### src/design/gbss_pkg.sv
// gbss_pkg: shared types and constants for the gap-bounded span search block
// holds request codes, sequencer states and the per-search context record
// no dependencies
`timescale 1ns / 1ps

package gbss_pkg;

    // field widths fixed by the request format
    localparam int POS_W = 31;
    localparam int IDX_W = 17;
    localparam int RES_W = 32;

    // request function codes (code 3 is unused and ignored)
    typedef enum logic [1:0] {
        FN_APPEND = 2'd0,
        FN_QUERY  = 2'd1,
        FN_CLEAR  = 2'd2
    } t_func;

    // sequencer states
    typedef enum logic [1:0] {
        ST_IDLE,
        ST_SEARCH,
        ST_RESULT
    } t_state;

    // one lower-bound search: window plus the last entries seen on each side
    typedef struct packed {
        logic [IDX_W-1:0] base;
        logic [IDX_W-1:0] count;
        logic [POS_W-1:0] lt_val;
        logic [POS_W-1:0] ge_val;
        logic             lt_seen;
        logic             ge_seen;
    } t_ctx;

endpackage

### src/design/gbss_step.sv
// gbss_step: shared compare-and-narrow unit, one binary search probe per use
// advances one search context from the entry read at its midpoint
// depends on gbss_pkg
`timescale 1ns / 1ps

module gbss_step
    import gbss_pkg::*;
(
    input  t_ctx             i_ctx,
    input  logic [POS_W-1:0] i_key,
    input  logic [POS_W-1:0] i_data,
    output t_ctx             o_ctx
);

    logic [IDX_W-1:0] half;
    logic [IDX_W-1:0] mid;

    assign half = i_ctx.count >> 1;
    assign mid  = i_ctx.base + half;

    // entry below key moves the window up, otherwise it shrinks to the lower half
    always_comb begin
        o_ctx = i_ctx;
        if (i_data < i_key) begin
            o_ctx.base    = mid + IDX_W'(1);
            o_ctx.count   = i_ctx.count - half - IDX_W'(1);
            o_ctx.lt_val  = i_data;
            o_ctx.lt_seen = 1'b1;
        end else begin
            o_ctx.count   = half;
            o_ctx.ge_val  = i_data;
            o_ctx.ge_seen = 1'b1;
        end
    end

endmodule

### config.mk
export PLATFORM = sky130hd
export DESIGN_NAME = gbss_step
export DESIGN_NICKNAME = d
export VERILOG_FILES = /design/src/design/gbss_pkg.sv /design/src/design/gbss_step.sv
export SDC_FILE = /design/constraint.sdc
export NUM_CORES = 1
export LEC_CHECK = 0
export ABC_CLOCK_PERIOD_IN_PS = 4630
export BUFFER_PORTS_ARGS = -buffer_cell sky130_fd_sc_hd__buf_2
export CORE_AREA = 2 2 100 102
export DETAILED_ROUTE_END_ITERATION = 8
export DIE_AREA = 0 0 102 104
export GPL_TIMING_DRIVEN = 0
export PLACE_DENSITY = 0.82
export SYNTH_ARGS = -nofsm -noshare
export SYNTH_HDL_FRONTEND = slang
export SYNTH_SLANG_ARGS = --single-unit
export TNS_END_PERCENT = 1
### constraint.sdc
create_clock -name vclk -period 4.63
set_clock_uncertainty 0.05 [all_clocks]
set_input_delay 0.926 -clock vclk [all_inputs]
set_output_delay 0.926 -clock vclk [all_outputs]
set_load 0.02 [all_outputs]
Yosys cells after proc, flatten, opt, wreduce, memory -nomap -nowiden
Index checks and enable logic that the tools add are counted.
{ "word_totals": {"reg_bits": 0, "latch_bits": 0, "ram_bits": 0, "romBits": 0, "output_inout_bits": 98, "elab_cells": 11, "mem_count": 0} }
{ "op_classes": {"add_sub_neg": 4, "n_mul": 0, "div_mod_pow": 0, "magnitude_cmp": 1, "n_eq_ne": 0, "shifts": 0, "mux": 6, "bitwise": 0, "n_reduce_logical": 0} }
{ "ops": {"columns": ["op", "count"], "rows": [
  ["two-way mux 31 bit", 2],
  ["two-way mux 17 bit", 2],
  ["less-than comparator 31 bit", 1],
  ["adder 17 x 1 -> 17 bit, second input constant", 1],
  ["adder 17 x 16 -> 17 bit", 1],
  ["subtractor 17 x 1 -> 17 bit, second input constant", 1],
  ["subtractor 17 x 16 -> 17 bit", 1],
  ["two-way mux 1 bit", 2]
]} }

Logic depth before layout (Yosys ltp)
{ "logic_depth": {"ltp_word": 3, "mapped_depth": 10, "ltp_nobuf": 10} }

Worst setup path after synthesis
Ideal clock, no wire load.
{ "synth_timing": {"path_kind": "input-to-output", "startpoint": "in i_ctx[65] (netlist name)", "endpoint": "out o_ctx[95] (netlist name)", "arrival_time_ns": 2.948, "required_time_ns": 3.654, "setup_slack_ns": 0.706, "path_stages": 10, "path_buffers": 0, "cell_sequence": "inv_1 -> ha_1 -> inv_1 -> fa_1 -> a211oi_1 -> o211ai_1 -> a41oi_1 -> o21ai_0 -> xor2_1 -> mux2_2"} }
{ "synth_lines": {"columns": ["element", "line", "rtl"], "rows": [
  ["from (decl)", "gbss_step.sv:9", "input t_ctx i_ctx,"],
  ["to (decl)", "gbss_step.sv:12", "output t_ctx o_ctx"]
]} }

==> results.txt <==
----------------------------------------------------
[Route]
  DRC marker count from the first detailed-route iteration ... 116
  Remaining antenna violation count after routing ... 0
  Total wire length ... approximately 13,000 µm
  Vias ... 4,262
  Number of iterations in the first detailed-routing pass ... 4
  Average wire per standard cell ... 15.6 µm
  Via-to-Cell Ratio ... between 5 and 6
  Remaining routing DRC violations ... 0

[Critical path]
  Critical path startpoint category ... primary input
  Critical Path Max Stage Delay ... 420 ps
  Kind of capture point of the worst setup path ... primary output
  Kind of cell adding the most delay to the critical path ... compound AO/OA/AOI/OAI gates
  Biggest fanout along the worst timing path ... 3
  Arrival @ worst endpoint ... ~3500 ps
  Combined buffer and inverter count along the critical path ... 4
  Worst endpoint required time ... 3650 ps
  Startpoint-to-endpoint class of the critical path ... primary input to primary output
  Crit path max-delay cell type ... fa_1
  Number of logic stages on the critical path including buffering ... 12
  Chain of cells forming the critical path ... buf_2 -> inv_1 -> ha_1 -> inv_1 -> fa_1 -> a211oi_1 -> o211ai_1 -> a41oi_1 -> o21ai_0 -> xor2_1 -> mux2_2 -> buf_2

[Die]
  Starting Density ... ~37%
  Top Ports ... between 200 and 300
  Overall die height ... 104 µm
  Die area ... 10,600 µm²
  Number of rows in the core area ... 36
  Floorplan die width ... 102 µm
  Area of the core ... 9550 µm²

[Timing]
  Setup repair after global routing missed its margin ... no
  Worst-case headroom to the max-slew limit ... approximately three fifths
  Final-report hold violation count ... 0
  Final worst-path cycle share ... slightly below 100%
  Worst Slack Setup Final ... between 100 and 150 ps
  Max-slew violation total from the final report ... 0
  Post-route minimum period ... between 4000 and 5000 ps
  Maximum clock rate ... ~220 MHz
  Accumulated negative setup slack ... 0 ps
  Finish-stage setup viols ... 0
  Measured slew at the worst slew-check pin ... 621 ps

[GRT]
  Via count of the first global-routing pass ... 4,103
  Overflow left after global routing ... 0
  Total global routing track utilization ... 23.0%
  Initial antenna violation count ... 3
  Largest net degree at the start of global routing ... 11
  Global-route wire length before repair ... roughly 20,000 µm

[Placement]
  IO Port Bufs ... roughly 260
  Worst slack at placement ... 175 ps
  Total cell area at the placement stage ... 5010 µm²
  Cell Count Post-Placement ... between 800 and 900
  Routability congestion estimate ... between 0.9 and 1
  HPWL reported at the end of detailed placement ... roughly 12,000 µm

[Synth]
  Synthesized area divided by synthesized cell count ... 7.91 µm²
  Sequential area share after synthesis ... 0%
  Synth Warn # ... 0
  Number of nets in the synthesized netlist ... roughly 670
  Post-Syn Instances ... 449
  Synth Cell Area ... about 3600 µm²
  Post-synthesis cell type count ... 53

[Clocking]
  Number of post-CTS setup repair buffers ... 0
  Cells resized by post-CTS repair ... 0
  Number of buffers inserted by hold repair at cts ... 0

[Finish]
  Area grow syn2layout ... 41.2%
  Final #Nets ... between 900 and 1,000
  Ratio of cells with drive above 1 in the final layout ... between 50 and 60%
  Fin area ... 5010 µm²
  Register area ... 0 µm²
  Number of flip-flops and latches ... 0
  Number of non-filler instances in the completed layout ... 842
  FILL cells ... 969
  Clk_buf instances ... 0
  Total area of multi-input combinational cells ... roughly 3300 µm²

[Power]
  Post-layout total power ... slightly below 0.9 mW
  Leakage power ... between 2 and 3 nW
  Pwr dens ... approximately 180 nW/µm²
  Worst voltage drop across the vdd grid ... between 90 and 100 µV

[Flow run]
  Max-cap violations ... 0

[Status]
  Status ... finished, final reports clean

[Worst hold path]
  Number of stages on the worst hold path ... 3
  Hold WC Path Type ... primary input to primary output

----------------------------------------------------
[layout make-up]
class                           count  share of cell area, %
Inverter                           56                   4.19
Buffer                             14                   1.67
Multi-Input combinational cell    379                   65.0
Timing Repair Buffer              258                   25.8
Antenna cell                        2                 0.0998
Tap cell                          133                   3.32
[worst paths after layout]
kind | from | to | slack, ps
max | i_ctx[65] | o_ctx[95] | 140
min | i_ctx[0] | o_ctx[0] | 2100
[placed cells by master (no fill, tap or decap), drive strengths merged, types with 2 or more instances in the layout]
master | netlist | final
a211o | 2 | 2
a211oi | 4 | 4
a21boi | 2 | 2
a21o | 13 | 13
a21oi | 38 | 38
a31oi | 5 | 5
and2 | 2 | 2
and3 | 4 | 4
buf | 10 | 268
clkbuf | 4 | 4
diode | 0 | 2
fa | 2 | 2
ha | 62 | 62
inv | 56 | 56
mux2 | 79 | 79
mux2i | 16 | 16
nand2 | 27 | 27
nand2b | 4 | 4
nand3 | 8 | 8
nand3b | 2 | 2
nand4 | 7 | 7
nor2 | 17 | 17
nor2b | 3 | 3
nor3 | 4 | 4
nor4 | 2 | 2
o211ai | 5 | 5
o21a | 5 | 5
o21ai | 19 | 19
o21bai | 2 | 2
o22ai | 3 | 3
o31ai | 2 | 2
or2 | 2 | 2
or3 | 2 | 2
xnor2 | 12 | 12
xor2 | 13 | 13
[cells in the mapped netlist (2+ instances only)]
master	n	area, µm²
o31ai_1	2	15.0
a211oi_1	4	30.0
mux2_4	12	180
nand2_1	27	101
a21oi_1	37	185
and2_1	2	12.5
o22ai_1	3	18.8
xnor2_1	12	105
or3_1	2	12.5
nor2_1	17	63.8
o21bai_1	2	15.0
a21o_1	13	97.6
ha_1	62	776
a211o_1	2	17.5
buf_2	7	35.0
mux2_2	67	754
clkbuf_1	4	15.0
a31oi_1	5	31.3
fa_1	2	40.0
nand2b_1	4	25.0
nor3_1	3	15.0
inv_1	55	206
o21ai_0	19	95.1
nor2b_1	3	18.8
and3_1	4	25.0
nand3b_1	2	15.0
o21a_1	5	37.5
nand4_1	7	43.8
o211ai_1	4	30.0
mux2i_1	16	160
nand3_1	8	40.0
buf_6	3	33.8
a21boi_0	2	15.0
xor2_1	13	114
[through the flow]
stage               util [%]  hold WS, ps
finish                  52.5         2100
global placement        52.5         2100
floorplan                  -         1930
global route            52.5         2110
detailed placement      52.5         2100
CTS                     52.5         2100
[report_power, final]
group / switching, mW / internal (mW) / leakage (nW)
clock: 0 / 0.0000000578 / 0.0000127
combinational: 0.501 / 0.381 / 2.83
sequential: 0 / 0 / 0
[cell families (layout without fill, tap and decap cells)]
logic type	after synthesis	count (layout)	share of synthesized area [%]
muxes	95	95	30.8
other	0	2	0
buffers and inverters	70	328	8.28
adders and majority gates	64	64	23.0
and+or+nand+nor	85	85	11.9
xor gates and xnor gates	25	25	6.17
AOI/OAI and AO/OA	110	110	19.9
[layer usage]
metal	vias up	share of wire [%]	track usage [%]
met2	160	50	43.4
met4	2	1.9	4.86
met5	-	0.11	0
met1	1920	39	26.6
met3	16	8.4	3.56
li1	2164	-	-
Power figures use the tool's default switching activity.
